===== src/rtl/core/msdc_pkg.sv =====
// Shared types, operation codes and glyph tables for the segment display controller.
// Used by every module in rtl/core; depends on nothing else.
`timescale 1ns / 1ps

package msdc_pkg;

    localparam int NUM_W      = 32;
    localparam int DIV_STEP_W = $clog2(NUM_W);

    localparam logic [2:0] OP_SCAN   = 3'd0;
    localparam logic [2:0] OP_TIME   = 3'd1;
    localparam logic [2:0] OP_NUMBER = 3'd2;
    localparam logic [2:0] OP_TEXT   = 3'd3;
    localparam logic [2:0] OP_DOT    = 3'd4;
    localparam logic [2:0] OP_RESUME = 3'd5;

    localparam logic CFG_BRIGHTNESS = 1'b0;
    localparam logic CFG_DOT_EN     = 1'b1;

    localparam logic [6:0] BRIGHT_MAX   = 7'd100;
    localparam logic [6:0] BRIGHT_RESET = 7'd100;
    localparam logic [7:0] MINUS_GLYPH  = 8'h02;
    localparam logic [7:0] DOT_BIT      = 8'h80;
    localparam logic [7:0] RESET_INDEX  = 8'd8;
    localparam logic [7:0] RESET_LAST   = 8'd0;
    localparam logic [4:0] DEC_BASE     = 5'd10;
    localparam int         DOT_DIGIT    = 1;

    typedef enum logic [1:0] {
        ST_IDLE,
        ST_NUM_CHECK,
        ST_NUM_DIV,
        ST_TEXT
    } t_state;

    typedef struct packed {
        logic load;
        logic start;
    } t_div_ctl;

    typedef struct packed {
        logic busy;
        logic zero;
    } t_div_stat;

    typedef struct packed {
        logic load;
        logic raw;
        logic dot;
    } t_scan_ctl;

    function automatic logic [7:0] digit_glyph(input logic [3:0] d);
        logic [7:0] g;
        unique case (d)
            4'd0:    g = 8'h7B;
            4'd1:    g = 8'h03;
            4'd2:    g = 8'h5E;
            4'd3:    g = 8'h4F;
            4'd4:    g = 8'h27;
            4'd5:    g = 8'h6D;
            4'd6:    g = 8'h7D;
            4'd7:    g = 8'h43;
            4'd8:    g = 8'h7F;
            4'd9:    g = 8'h6F;
            default: g = 8'h00;
        endcase
        return g;
    endfunction

    // Lower case is folded to upper case; anything without a glyph is blank.
    function automatic logic [7:0] ascii_glyph(input logic [7:0] ch);
        logic [7:0] c;
        logic [7:0] g;
        c = ch;
        if (c >= "a" && c <= "z") begin
            c = c - 8'd32;
        end
        unique case (c)
            "0":     g = 8'h7B;
            "1":     g = 8'h03;
            "2":     g = 8'h5E;
            "3":     g = 8'h4F;
            "4":     g = 8'h27;
            "5":     g = 8'h6D;
            "6":     g = 8'h7D;
            "7":     g = 8'h43;
            "8":     g = 8'h7F;
            "9":     g = 8'h6F;
            "A":     g = 8'h77;
            "B":     g = 8'h3D;
            "C":     g = 8'h79;
            "D":     g = 8'h1F;
            "E":     g = 8'h7D;
            "F":     g = 8'h75;
            "G":     g = 8'h7B;
            "H":     g = 8'h37;
            "I":     g = 8'h06;
            "J":     g = 8'h1E;
            "K":     g = 8'h76;
            "L":     g = 8'h39;
            "M":     g = 8'h54;
            "N":     g = 8'h37;
            "O":     g = 8'h3F;
            "P":     g = 8'h73;
            "Q":     g = 8'h67;
            "R":     g = 8'h31;
            "S":     g = 8'h6D;
            "T":     g = 8'h3C;
            "U":     g = 8'h3E;
            "V":     g = 8'h1E;
            "W":     g = 8'h2A;
            "X":     g = 8'h36;
            "Y":     g = 8'h2F;
            "Z":     g = 8'h5A;
            "-":     g = 8'h02;
            "_":     g = 8'h08;
            default: g = 8'h00;
        endcase
        return g;
    endfunction

    // Quotient by ten through a reciprocal multiply, exact for every 7-bit input value.
    function automatic logic [3:0] tens_of(input logic [6:0] v);
        logic [14:0] p;
        p = 15'(v) * 15'd205;
        return 4'(p >> 11);
    endfunction

endpackage


===== src/rtl/core/msdc_div10.sv =====
// Bit-serial divide-by-ten unit: one dividend bit per cycle, quotient shifted back in.
// Depends on msdc_pkg.
`timescale 1ns / 1ps

module msdc_div10
    import msdc_pkg::*;
(
    input  logic             i_clk,
    input  logic             i_rst_n,
    input  t_div_ctl         i_ctl,
    input  logic [NUM_W-1:0] i_value,
    output t_div_stat        o_stat,
    output logic [3:0]       o_rem
);

    logic [NUM_W-1:0]      r_acc;
    logic [3:0]            r_rem;
    logic [DIV_STEP_W-1:0] r_bit;
    logic                  r_busy;

    logic [4:0] w_trial;
    logic       w_ge;
    logic [3:0] w_rem_next;

    assign w_trial    = {r_rem, r_acc[NUM_W-1]};
    assign w_ge       = (w_trial >= DEC_BASE);
    assign w_rem_next = w_ge ? 4'(w_trial - DEC_BASE) : w_trial[3:0];

    always_ff @(posedge i_clk) begin
        if (!i_rst_n) begin
            r_busy <= 1'b0;
            r_bit  <= '0;
        end else if (i_ctl.start) begin
            r_busy <= 1'b1;
            r_bit  <= '0;
        end else if (r_busy) begin
            r_bit <= r_bit + 1'b1;
            if (r_bit == '1) begin
                r_busy <= 1'b0;
            end
        end
    end

    // The accumulator holds the dividend and collects the quotient in place.
    always_ff @(posedge i_clk) begin
        if (i_ctl.load) begin
            r_acc <= i_value;
        end else if (i_ctl.start) begin
            r_rem <= '0;
        end else if (r_busy) begin
            r_acc <= {r_acc[NUM_W-2:0], w_ge};
            r_rem <= w_rem_next;
        end
    end

    assign o_stat.busy = r_busy;
    assign o_stat.zero = (r_acc == '0);
    assign o_rem       = r_rem;

endmodule


===== src/rtl/core/msdc_scan_out.sv =====
// Scan result stage: segment decode, dot insert, on-time scaling and the output register.
// Depends on msdc_pkg.
`timescale 1ns / 1ps

module msdc_scan_out
    import msdc_pkg::*;
#(
    parameter int POS_W = 2
)
(
    input  logic             i_clk,
    input  logic             i_rst_n,
    input  t_scan_ctl        i_ctl,
    input  logic [POS_W-1:0] i_pos,
    input  logic [7:0]       i_stored,
    input  logic [6:0]       i_brightness,
    input  logic             i_out_ready,
    output logic             o_out_valid,
    output logic [3:0]       o_digit_select,
    output logic [7:0]       o_segments,
    output logic [10:0]      o_on_time_us
);

    logic        r_valid;
    logic [3:0]  r_sel;
    logic [7:0]  r_seg;
    logic [10:0] r_on;

    logic [7:0]  w_seg;
    logic [6:0]  w_lit;
    logic [10:0] w_on;
    logic [3:0]  w_sel;

    always_comb begin
        if (i_ctl.raw) begin
            w_seg = i_stored;
        end else begin
            w_seg = (i_stored < 8'd10) ? digit_glyph(i_stored[3:0]) : 8'h00;
        end
        if (i_ctl.dot) begin
            w_seg = w_seg | DOT_BIT;
        end
    end

    // Full on-time is 2000 us at 100 percent, so each percent is 20 us.
    assign w_lit = (i_brightness > BRIGHT_MAX) ? BRIGHT_MAX : i_brightness;
    assign w_on  = {w_lit, 4'b0000} + {2'b00, w_lit, 2'b00};
    assign w_sel = (32'(i_pos) < 32'd4) ? (4'b0001 << i_pos) : 4'b0000;

    always_ff @(posedge i_clk) begin
        if (!i_rst_n) begin
            r_valid <= 1'b0;
        end else if (i_ctl.load) begin
            r_valid <= 1'b1;
        end else if (i_out_ready) begin
            r_valid <= 1'b0;
        end
    end

    always_ff @(posedge i_clk) begin
        if (i_ctl.load) begin
            r_sel <= w_sel;
            r_seg <= w_seg;
            r_on  <= w_on;
        end
    end

    assign o_out_valid    = r_valid;
    assign o_digit_select = r_sel;
    assign o_segments     = r_seg;
    assign o_on_time_us   = r_on;

endmodule


===== src/rtl/core/multiplexed_segment_display_controller_top.sv =====
// Top level: a scan tick or set time is handled on acceptance; its result is registered the next cycle.
// Show text writes one character per cycle through a byte shift register, one per digit.
// Show number converts one decimal digit per pass of the bit-serial divide-by-ten unit,
// with a check state between passes; small values finish sooner.
// Reset is synchronous and active low; it restores the store, brightness and all modes.
// Depends on msdc_pkg, msdc_div10 and msdc_scan_out.
`timescale 1ns / 1ps

module multiplexed_segment_display_controller_top
    import msdc_pkg::*;
#(
    parameter int DIGITS = 4
)
(
    input  logic               i_clk,
    input  logic               i_rst_n,
    input  logic               i_in_valid,
    output logic               o_in_ready,
    input  logic [2:0]         i_op,
    input  logic [4:0]         i_hour,
    input  logic [5:0]         i_minute,
    input  logic signed [31:0] i_number,
    input  logic [31:0]        i_text_chars,
    output logic               o_out_valid,
    input  logic               i_out_ready,
    output logic [3:0]         o_digit_select,
    output logic [7:0]         o_segments,
    output logic [10:0]        o_on_time_us,
    input  logic               i_cfg_we,
    input  logic               i_cfg_index,
    input  logic [6:0]         i_cfg_wdata
);

    localparam int IW         = (DIGITS > 1) ? $clog2(DIGITS) : 1;
    localparam int CW         = $clog2(DIGITS + 1);
    localparam int TimeDigits = (DIGITS < 4) ? DIGITS : 4;
    localparam logic [IW-1:0] LastIdx   = IW'(DIGITS - 1);
    localparam logic [IW-1:0] DotIdx    = IW'(DOT_DIGIT);
    localparam logic [CW-1:0] DigitsCnt = CW'(DIGITS);

    t_state r_state, n_state;

    logic [7:0]       r_store [DIGITS];
    logic [7:0]       n_store [DIGITS];
    logic [IW-1:0]    r_scan, n_scan;
    logic             r_raw, n_raw;
    logic             r_dot, n_dot;
    logic [6:0]       r_bright, n_bright;
    logic             r_dot_en, n_dot_en;
    logic [CW-1:0]    r_cnt, n_cnt;
    logic             r_neg, n_neg;
    logic [NUM_W-1:0] r_text, n_text;
    logic [IW-1:0]    r_tpos, n_tpos;
    logic             r_ended, n_ended;

    logic             w_accept;
    logic             w_num_stop;
    logic [IW-1:0]    w_num_idx;
    logic [NUM_W-1:0] w_num_bits;
    logic [NUM_W-1:0] w_mag;
    logic             w_text_end;
    logic [7:0]       w_text_glyph;
    logic [7:0]       w_time_dig [4];
    logic [3:0]       w_hour_tens;
    logic [3:0]       w_min_tens;

    t_div_ctl   div_ctl;
    t_div_stat  div_stat;
    logic [3:0] div_rem;
    t_scan_ctl  scan_ctl;

    // Non-scan requests never produce a result, so they need no room at the output.
    assign o_in_ready = (r_state == ST_IDLE)
                        && ((i_op != OP_SCAN) || !o_out_valid || i_out_ready);
    assign w_accept   = i_in_valid && o_in_ready;

    // Conversion ends when the quotient runs out (after at least one digit) or the
    // display is full.
    assign w_num_stop = (div_stat.zero && (r_cnt != '0)) || (r_cnt == DigitsCnt);
    assign w_num_idx  = LastIdx - r_cnt[IW-1:0];
    assign w_num_bits = i_number;
    assign w_mag      = w_num_bits[NUM_W-1] ? (~w_num_bits + 1'b1) : w_num_bits;

    assign w_text_end   = r_ended || (r_text[7:0] == 8'h00);
    assign w_text_glyph = w_text_end ? 8'h00 : ascii_glyph(r_text[7:0]);

    assign w_hour_tens   = tens_of(7'(i_hour));
    assign w_min_tens    = tens_of(7'(i_minute));
    assign w_time_dig[0] = 8'(w_hour_tens);
    assign w_time_dig[1] = 8'(7'(i_hour) - 7'(w_hour_tens) * 7'd10);
    assign w_time_dig[2] = 8'(w_min_tens);
    assign w_time_dig[3] = 8'(7'(i_minute) - 7'(w_min_tens) * 7'd10);

    always_comb begin
        n_state = r_state;
        unique case (r_state)
            ST_IDLE: begin
                if (w_accept && i_op == OP_NUMBER) begin
                    n_state = ST_NUM_CHECK;
                end else if (w_accept && i_op == OP_TEXT) begin
                    n_state = ST_TEXT;
                end
            end
            ST_NUM_CHECK: begin
                n_state = w_num_stop ? ST_IDLE : ST_NUM_DIV;
            end
            ST_NUM_DIV: begin
                if (!div_stat.busy) begin
                    n_state = ST_NUM_CHECK;
                end
            end
            ST_TEXT: begin
                if (r_tpos == LastIdx) begin
                    n_state = ST_IDLE;
                end
            end
            default: n_state = ST_IDLE;
        endcase
    end

    always_comb begin
        div_ctl.load   = 1'b0;
        div_ctl.start  = 1'b0;
        scan_ctl.load  = 1'b0;
        scan_ctl.raw   = r_raw;
        scan_ctl.dot   = r_dot && (r_scan == DotIdx);
        unique case (r_state)
            ST_IDLE: begin
                div_ctl.load  = w_accept && (i_op == OP_NUMBER);
                scan_ctl.load = w_accept && (i_op == OP_SCAN);
            end
            ST_NUM_CHECK: begin
                div_ctl.start = !w_num_stop;
            end
            ST_NUM_DIV, ST_TEXT: begin
            end
            default: begin
            end
        endcase
    end

    always_comb begin
        n_store  = r_store;
        n_scan   = r_scan;
        n_raw    = r_raw;
        n_dot    = r_dot;
        n_bright = r_bright;
        n_dot_en = r_dot_en;
        n_cnt    = r_cnt;
        n_neg    = r_neg;
        n_text   = r_text;
        n_tpos   = r_tpos;
        n_ended  = r_ended;

        unique case (r_state)
            ST_IDLE: begin
                if (w_accept) begin
                    unique case (i_op)
                        OP_SCAN: begin
                            n_scan = (r_scan == LastIdx) ? '0 : r_scan + 1'b1;
                        end
                        OP_TIME: begin
                            if (!r_raw) begin
                                for (int i = 0; i < TimeDigits; i++) begin
                                    n_store[i] = w_time_dig[i];
                                end
                            end
                        end
                        OP_NUMBER: begin
                            n_raw = 1'b1;
                            for (int i = 0; i < DIGITS; i++) begin
                                n_store[i] = 8'h00;
                            end
                            n_cnt = '0;
                            n_neg = w_num_bits[NUM_W-1];
                        end
                        OP_TEXT: begin
                            n_raw   = 1'b1;
                            n_text  = i_text_chars;
                            n_tpos  = '0;
                            n_ended = 1'b0;
                        end
                        OP_DOT: begin
                            n_dot = r_dot_en ? !r_dot : 1'b0;
                        end
                        OP_RESUME: begin
                            n_raw = 1'b0;
                        end
                        default: begin
                        end
                    endcase
                end
            end
            ST_NUM_CHECK: begin
                // The minus sign goes just left of the last digit, if a place is left.
                if (w_num_stop && r_neg && (r_cnt != DigitsCnt)) begin
                    n_store[w_num_idx] = MINUS_GLYPH;
                end
            end
            ST_NUM_DIV: begin
                if (!div_stat.busy) begin
                    n_store[w_num_idx] = digit_glyph(div_rem);
                    n_cnt              = r_cnt + 1'b1;
                end
            end
            ST_TEXT: begin
                n_store[r_tpos] = w_text_glyph;
                n_ended         = w_text_end;
                n_text          = r_text >> 8;
                n_tpos          = r_tpos + 1'b1;
            end
            default: begin
            end
        endcase

        if (i_cfg_we) begin
            unique case (i_cfg_index)
                CFG_BRIGHTNESS: n_bright = i_cfg_wdata;
                CFG_DOT_EN: begin
                    n_dot_en = i_cfg_wdata[0];
                    if (!i_cfg_wdata[0]) begin
                        n_dot = 1'b0;
                    end
                end
                default: begin
                end
            endcase
        end
    end

    always_ff @(posedge i_clk) begin
        if (!i_rst_n) begin
            r_state  <= ST_IDLE;
            for (int i = 0; i < DIGITS; i++) begin
                r_store[i] <= (i == DIGITS - 1) ? RESET_LAST : RESET_INDEX;
            end
            r_scan   <= '0;
            r_raw    <= 1'b0;
            r_dot    <= 1'b0;
            r_bright <= BRIGHT_RESET;
            r_dot_en <= 1'b0;
            r_cnt    <= '0;
            r_neg    <= 1'b0;
            r_tpos   <= '0;
            r_ended  <= 1'b0;
        end else begin
            r_state  <= n_state;
            r_store  <= n_store;
            r_scan   <= n_scan;
            r_raw    <= n_raw;
            r_dot    <= n_dot;
            r_bright <= n_bright;
            r_dot_en <= n_dot_en;
            r_cnt    <= n_cnt;
            r_neg    <= n_neg;
            r_tpos   <= n_tpos;
            r_ended  <= n_ended;
        end
    end

    always_ff @(posedge i_clk) begin
        r_text <= n_text;
    end

    msdc_div10 u_div10 (
        .i_clk   (i_clk),
        .i_rst_n (i_rst_n),
        .i_ctl   (div_ctl),
        .i_value (w_mag),
        .o_stat  (div_stat),
        .o_rem   (div_rem)
    );

    msdc_scan_out #(
        .POS_W (IW)
    ) u_scan_out (
        .i_clk          (i_clk),
        .i_rst_n        (i_rst_n),
        .i_ctl          (scan_ctl),
        .i_pos          (r_scan),
        .i_stored       (r_store[r_scan]),
        .i_brightness   (r_bright),
        .i_out_ready    (i_out_ready),
        .o_out_valid    (o_out_valid),
        .o_digit_select (o_digit_select),
        .o_segments     (o_segments),
        .o_on_time_us   (o_on_time_us)
    );

    a_dot_needs_enable: assert property (@(posedge i_clk) disable iff (!i_rst_n)
        !r_dot_en |-> !r_dot)
        else $error("dot flag set while blinking is disabled");

    a_result_from_scan: assert property (@(posedge i_clk) disable iff (!i_rst_n)
        $rose(o_out_valid) |-> $past(w_accept && (i_op == OP_SCAN)))
        else $error("result appeared without an accepted scan request");

    a_div_in_number: assert property (@(posedge i_clk) disable iff (!i_rst_n)
        div_stat.busy |-> (r_state == ST_NUM_DIV))
        else $error("divider running outside number conversion");

    a_cnt_bound: assert property (@(posedge i_clk) disable iff (!i_rst_n)
        (r_state == ST_NUM_DIV) |-> (r_cnt < DigitsCnt))
        else $error("number conversion past the last digit");

endmodule

===== config.mk =====
export PLATFORM = sky130hd
export DESIGN_NAME = multiplexed_segment_display_controller_top
export DESIGN_NICKNAME = d
export VERILOG_FILES = /design/src/rtl/core/msdc_pkg.sv /design/src/rtl/core/msdc_div10.sv /design/src/rtl/core/msdc_scan_out.sv /design/src/rtl/core/multiplexed_segment_display_controller_top.sv
export SDC_FILE = /design/constraint.sdc
export NUM_CORES = 1
export LEC_CHECK = 0
export BUFFER_PORTS_ARGS = -buffer_cell sky130_fd_sc_hd__buf_4
export CORE_UTILIZATION = 54
export CTS_CLUSTER_SIZE = 12
export DETAILED_ROUTE_END_ITERATION = 7
export PLACE_DENSITY = 0.77
export SYNTH_ARGS = -nofsm -noshare
export SYNTH_HDL_FRONTEND = slang
export SYNTH_SLANG_ARGS = --single-unit

===== constraint.sdc =====
create_clock -name i_clk -period 6.3 [get_ports i_clk]
set_input_delay 1.575 -clock i_clk [delete_from_list [all_inputs] [get_ports i_clk]]
set_output_delay 1.575 -clock i_clk [all_outputs]
set_load 0.01 [all_outputs]

# Word level (Yosys, flattened, before mapping)
# Memories as Yosys holds them, arrays and structs flattened. A register that Yosys moved wholly into a read port is not among the register bits.
# Cells that the tools add are included.
dict set report totals {
  ff_bits 151
  rom_bits 1120
  mem_count 3
  word_cells 198
  output_inout_bits 25
}
# name depth width read_ports rd_ports_with_merged_regs wr line
set mem_list {}
lappend mem_list {{(name not given)} 128 7 1 0 0 msdc_pkg.sv:78} ;# unique case (c)
lappend mem_list {{(name not given)} 16 7 1 1 0 msdc_pkg.sv:54} ;# unique case (d)
lappend mem_list {{(name not given)} 16 7 1 0 0 msdc_pkg.sv:54}
dict set report classes {
  shift 1
  n_eq_ne 24
  mux 67
  addsub 11
  n_reduce_logical 44
  multipliers 4
  bitwise 10
  magnitude_cmp 10
}
# cell n
set op_table {}
lappend op_table {{$mux 32} 10}
lappend op_table {{$pmux 32 s2} 2}
lappend op_table {{$pmux 32 s4} 1}
lappend op_table {{$mux 8} 11}
lappend op_table {{$bwmux 32} 2}
lappend op_table {{$add 32x1->32 const B} 1}
lappend op_table {{$demux 8 s2} 2}
lappend op_table {{$logic_not 32->1} 1}
lappend op_table {{$not 32->32} 1}
lappend op_table {{$and 28x28->28} 1}
lappend op_table {{$not 28->28} 1}
lappend op_table {{$mux 1} 17}
lappend op_table {{$bmux 8 s2} 1}
lappend op_table {{$mux 2} 8}
lappend op_table {{$mux 4} 4}
lappend op_table {{$reduce_and 3->1} 5}
lappend op_table {{$mul 6x8->14 const B} 1}
lappend op_table {{$mul 5x8->13 const B} 1}
lappend op_table {{$logic_and 1x1->1} 12}
lappend op_table {{$reduce_bool 2->1} 6}
lappend op_table {{$add 11x9->11} 1}
lappend op_table {{$eq 3x3->1 const B} 3}
lappend op_table {{$ge 3x3->1 const B} 3}
lappend op_table {{$mux 3} 3}
lappend op_table {{44 further kinds} 73}

# Depth between registers and ports, before layout
dict set report depth {
  word_depth 10
  mapped_depth 23
}

# Cells and area by module
# A second synthesis with hierarchy kept.
dict set report unflattened {
  hier_cells 1106
  area_unflattened_um2 10856.7
}
# mod area_per_inst_um2 cells_per_inst n_inst
set modules_own_cells {}
lappend modules_own_cells {multiplexed_segment_display_controller_top 7305.8 823 1}
lappend modules_own_cells {msdc_div10 2044.5 130 1}
lappend modules_own_cells {msdc_scan_out 1506.4 153 1}

# Worst setup path before layout
# No wires, ideal clock.
dict set report synth_timing {
  kind {input to register}
  start {in i_minute[4]}
  end {reg r_store[6] (netlist bit)}
  stages 22
  t_arrival_ns 6.121
  setup_slack_ns 0.109
  path_cell_list {inv_1 > ha_1 > inv_1 > fa_1 > fa_1 > ha_1 > a21oi_1 > o21ai_0 > o31ai_1 > nand2b_1 > xor2_1 > nor2_1 > ha_1 > inv_1 > ha_1 > o21a_1 > o31ai_1 > a21oi_1 > mux2_2 > o22ai_1 > a221oi_1 > a21oi_1}
}
dict set report synth_via {
  elab_chain_cells 7
}
# item line
set synth_lines {}
lappend synth_lines {{from (decl)} multiplexed_segment_display_controller_top.sv:21} ;# input logic [5:0] i_minute,
lappend synth_lines {{$mul 6x8->14} msdc_pkg.sv:125} ;# p = 15'(v) * 15'd205;
lappend synth_lines {{$mul 3x3->6} multiplexed_segment_display_controller_top.sv:92} ;# assign w_time_dig[3] = 8'(7'(i_minute) - 7'(w_min_tens) * 7'd10);
lappend synth_lines {{$sub 6x7->8 *} multiplexed_segment_display_controller_top.sv:92}
lappend synth_lines {{$mux 32 *} multiplexed_segment_display_controller_top.sv:163} ;# if (!r_raw) begin
lappend synth_lines {{$pmux 32 s2 *} multiplexed_segment_display_controller_top.sv:158} ;# unique case (i_op)
lappend synth_lines {{$mux 32 *} multiplexed_segment_display_controller_top.sv:157} ;# if (w_accept) begin
lappend synth_lines {{$pmux 32 s4 *} multiplexed_segment_display_controller_top.sv:155} ;# unique case (r_state)
lappend synth_lines {{to (signal, indexed assignment)} multiplexed_segment_display_controller_top.sv:235} ;# r_store[i] <= (i == DIGITS - 1) ? RESET_LAST : RESET_INDEX;
lappend synth_lines {{to (signal assigned)} multiplexed_segment_display_controller_top.sv:248} ;# r_store <= n_store;
lappend synth_lines {{to (decl)} multiplexed_segment_display_controller_top.sv:43} ;# logic [7:0] r_store [DIGITS];
# Every way passes the cells marked *; elsewhere a longest branch is shown, timed or not. The select of a mux whose other input is x is not followed.
# A chain may end at the register's enable or synchronous reset.

# Worst setup path in the final report
# Ends and elaborated chain as after synthesis.

==> results.ini <==
[outcome]
status=complete, no violations

[setup_path]
required_ns=6.65
rr_startpoint=r_cnt[0]$_SDFFE_PN0P_
worst_ep_arrival_time_ns=6.32
r2r-end=r_store[7]$_SDFFE_PN0P_
cp-start-kind=input port
path_cells=buf_4 > inv_1 > ha_1 > inv_1 > fa_1 > fa_1 > ha_1 > a21oi_1 > o21ai_0 > o31ai_1 > buf_4 > xor2_1 > inv_1 > ha_1 > inv_1 > ha_1 > o21a_1 > o31ai_1 > a21oi_1 > mux2_2 > o22ai_1 > a221oi_1 > a21oi_1
critical_path.slowest_cell=fa_1
end_kind=flop
reg2reg_slack_ns=2.89
r2r_cells=9
cpPeakStageDelay_ns=0.47
critPathKind=in -> reg
cp_max_fo=5

[clocking]
ctsResizeCount=0
cts_tree=built
cts_root_buffer=clkbuf_16
numCtsBuffers=17
cts_setup_buffers=0
clock_latency_ns=0.43
clock_sinks=156
clockBufferDepth=2
hold_buffers=0
clk_pin_slew_ns=0.07
h-tree-depth=4

[logic_synthesis]
synth_enable_flop_cells=89
syn_area_mm2=0.01054
syn_avg_cell_area_um2=9.085
ys.warnings.count=0
async_flop_share_pct=0
yosysSeqAreaShare_pct=38.09
ys_ff_latch=156
ys_types=84
netlist_instances=1160
synthFlopType=edfxtp_1

[hold_path]
min_from=r_dot_en$_SDFFE_PN0P_
hp-class=reg -> reg
min_delay_path_depth=2
hold_path_end=r_dot_en$_SDFFE_PN0P_

[timing]
worst_pin_slew_ns=1.171
hold_viol=0
fin_hold_ws_ns=0.4567
slew_headroom_pct=21.85
rsz0062_at_grt=no
skew_ns=0.01449
slew_viol_final=0
fin_tns_setup_ns=0
fmax_ghz=0.1676
setup_viol=0
fin_crit_ns=5.966
period_share_pct=94.70

[drt]
vias_per_cell=5.762
wl_per_cell_um=15.57
drt_pass1_iterations=5
drc=0
num_vias=8747
dr.first_iter.drc_count=761
ant_nets=0
totalWireLength_mm=23.64

[floorplanning]
start_util_pct=55.78
rows=50
fp.dieW_um=141.7
die_h_um=141.7
coreArea_mm2=0.01889
io-pin-count=116
dieArea_mm2=0.02008

[global_routing]
grt_max_degree=72
grt_pass1_wl_mm=39.01
grt_pass1_vias=8124
antenna_found_initial=0
grt_usage_pct=24.14
grt_overflow_total=0

[placement]
place_hpwl_mm=17.36
io_buffers=113
gp_congestion=0.9318

[final_layout]
post-route-util_pct=64.10
area_growth_pct=14.91
diodes=0
nFillCells=1633
nNetsFinal=1439
drive_gt1_share_pct=15.18

[pwr]
powerDensity_mw_per_mm2=234.4
design_power_total_mw=2.838
ir_drop_v=0.0002079
leakage_nw=5.067

[flow_run]
cap_violations=0

==> Yosys cell counts, types with 5 or more instances <==
cell	number	share of area [%]
a21o_1	5	0.36
a21oi_1	64	3.0
a221oi_1	7	0.58
a222oi_1	12	1.1
a22oi_1	9	0.64
a31oi_1	8	0.47
and2_1	15	0.89
and3_1	13	0.77
buf_1	8	0.28
clkbuf_1	41	1.5
dfxtp_1	67	13
edfxtp_1	89	25
fa_1	11	2.1
ha_1	92	11
inv_1	65	2.3
mux2i_1	13	1.2
mux4_2	8	1.7
nand2_1	192	6.8
nand2b_1	14	0.83
nand3_1	22	1.0
nand4_1	8	0.47
nor2_1	69	2.5
nor2b_1	20	1.2
nor3_1	11	0.52
nor3b_1	5	0.36
nor4_1	12	0.71
o21a_1	7	0.50
o21ai_0	79	3.8
o21ai_1	15	0.71
o22ai_1	15	0.89
o31ai_1	17	1.2
or2_2	6	0.36
xnor2_1	14	1.2
xor2_1	37	3.1
==> metal layers <==
| layer | share of wire [%] | global-route usage (%) | vias to the layer above |
|---|---|---|---|
| met1 | 44 | 32.02 | 4071 |
| met5 | 0 | 0 | - |
| met2 | 48 | 40.52 | 302 |
| li1 | - | - | 4341 |
| met4 | 1.8 | 7.357 | 0 |
| met3 | 5.6 | 3.814 | 33 |
==> how the worst max path moves through the flow <==
stage,start,endpoint,depth (start not counted)
after global placement,i_minute[4],r_store[6]$_SDFFE_PN0P_,23
final,i_minute[4],r_store[6]$_SDFFE_PN0P_,23
after floorplan,i_minute[4],r_store[6]$_SDFFE_PN0P_,22
after CTS,i_minute[4],r_store[6]$_SDFFE_PN0P_,23
after global routing,i_minute[4],r_store[6]$_SDFFE_PN0P_,23
after detailed placement,i_minute[4],r_store[6]$_SDFFE_PN0P_,23
==> stage by stage <==
| step | area [µm²] | instances | setup slack (ns) |
|---|---|---|---|
| after CTS | 12110 | 1518 | 0.4212 |
| after floorplan | 10540 | 1161 | 0.1092 |
| after detailed placement | 11550 | 1486 | -0.01003 |
| after global placement | 11550 | 1486 | 0.1447 |
| after global routing | 12110 | 1518 | 0.04364 |
| final | 12110 | 1518 | 0.3342 |
==> placed cells by master (no fill, tap or decap), types with 6 or more instances in the layout <==
master,netlist,final
ha_1,92,92
a221oi_1,7,7
o21ai_0,79,78
a31oi_1,8,8
nand4_1,8,8
nand2_1,192,192
nor3_1,11,11
o31ai_1,17,17
nor2b_1,20,20
nand3_1,22,22
o22ai_1,15,15
nand2b_1,14,14
xnor2_1,14,14
buf_4,3,123
o21a_1,7,7
xor2_1,37,37
nor2_1,69,68
and2_1,15,15
inv_1,65,65
nor4_1,12,12
a22oi_1,9,9
or2_2,6,6
a21oi_1,64,64
and3_1,13,13
o21ai_1,15,15
mux4_2,8,8
edfxtp_1,89,89
fa_1,11,11
clkbuf_16,0,17
mux2i_1,13,13
dfxtp_1,67,67
a222oi_1,12,12
==> cell families (layout without fill, tap and decap cells) <==
| logic type | Yosys count | after routing | share of synthesized area (%) |
|---|---|---|---|
| simple gates | 409 | 409 | 18.49 |
| compound gates | 289 | 289 | 17.88 |
| flops | 156 | 156 | 38.09 |
| buf+inv | 125 | 222 | 4.749 |
| fa+ha+maj | 103 | 103 | 13.01 |
| xor+xnor | 51 | 51 | 4.238 |
| mux | 26 | 26 | 3.514 |
| other cells | 1 | 2 | 0.03558 |
==> area by class of cell <==
class | count | area [µm²] | area share, %
multi-input combinational | 880 | 6035 | 49.83
inverter | 67 | 251.5 | 2.077
tap | 260 | 325.3 | 2.686
sequential | 156 | 4014 | 33.14
timing repair buffer | 123 | 923.4 | 7.625
clock inverter | 14 | 122.6 | 1.013
clock buffer | 18 | 439.2 | 3.626
==> state kept, by name, summed over array words and instances (netlist names), named ones only <==
name,flops
r_bright,7
r_scan,2
u_div10.r_busy,1
u_div10.o_rem,4
u_div10.r_acc,32
u_div10.r_bit,5
r_state,2
r_cnt,3
r_dot_en,1
u_scan_out.o_segments,8
r_store,32
r_dot,1
u_scan_out.o_on_time_us,9
u_scan_out.o_digit_select,4
r_text,32
u_scan_out.o_out_valid,1
r_tpos,2
r_ended,1
r_neg,1
r_raw,1
==> power by group <==
| group | total, mW | switching [mW] | internal (mW) |
|---|---|---|---|
| registers | 1.21 | 0.0630 | 1.15 |
| logic | 0.648 | 0.355 | 0.293 |
| clock network | 0.981 | 0.449 | 0.532 |
==> critical path: cells and delay by family <==
kind,cells,cell delay [ns]
adders and majority gates,6,2.10
AOI/OAI and AO/OA,9,1.52
muxes,1,0.36
buffers and inverters,6,0.56
xor gates and xnor gates,1,0.18
Power figures use the tool's default switching activity.
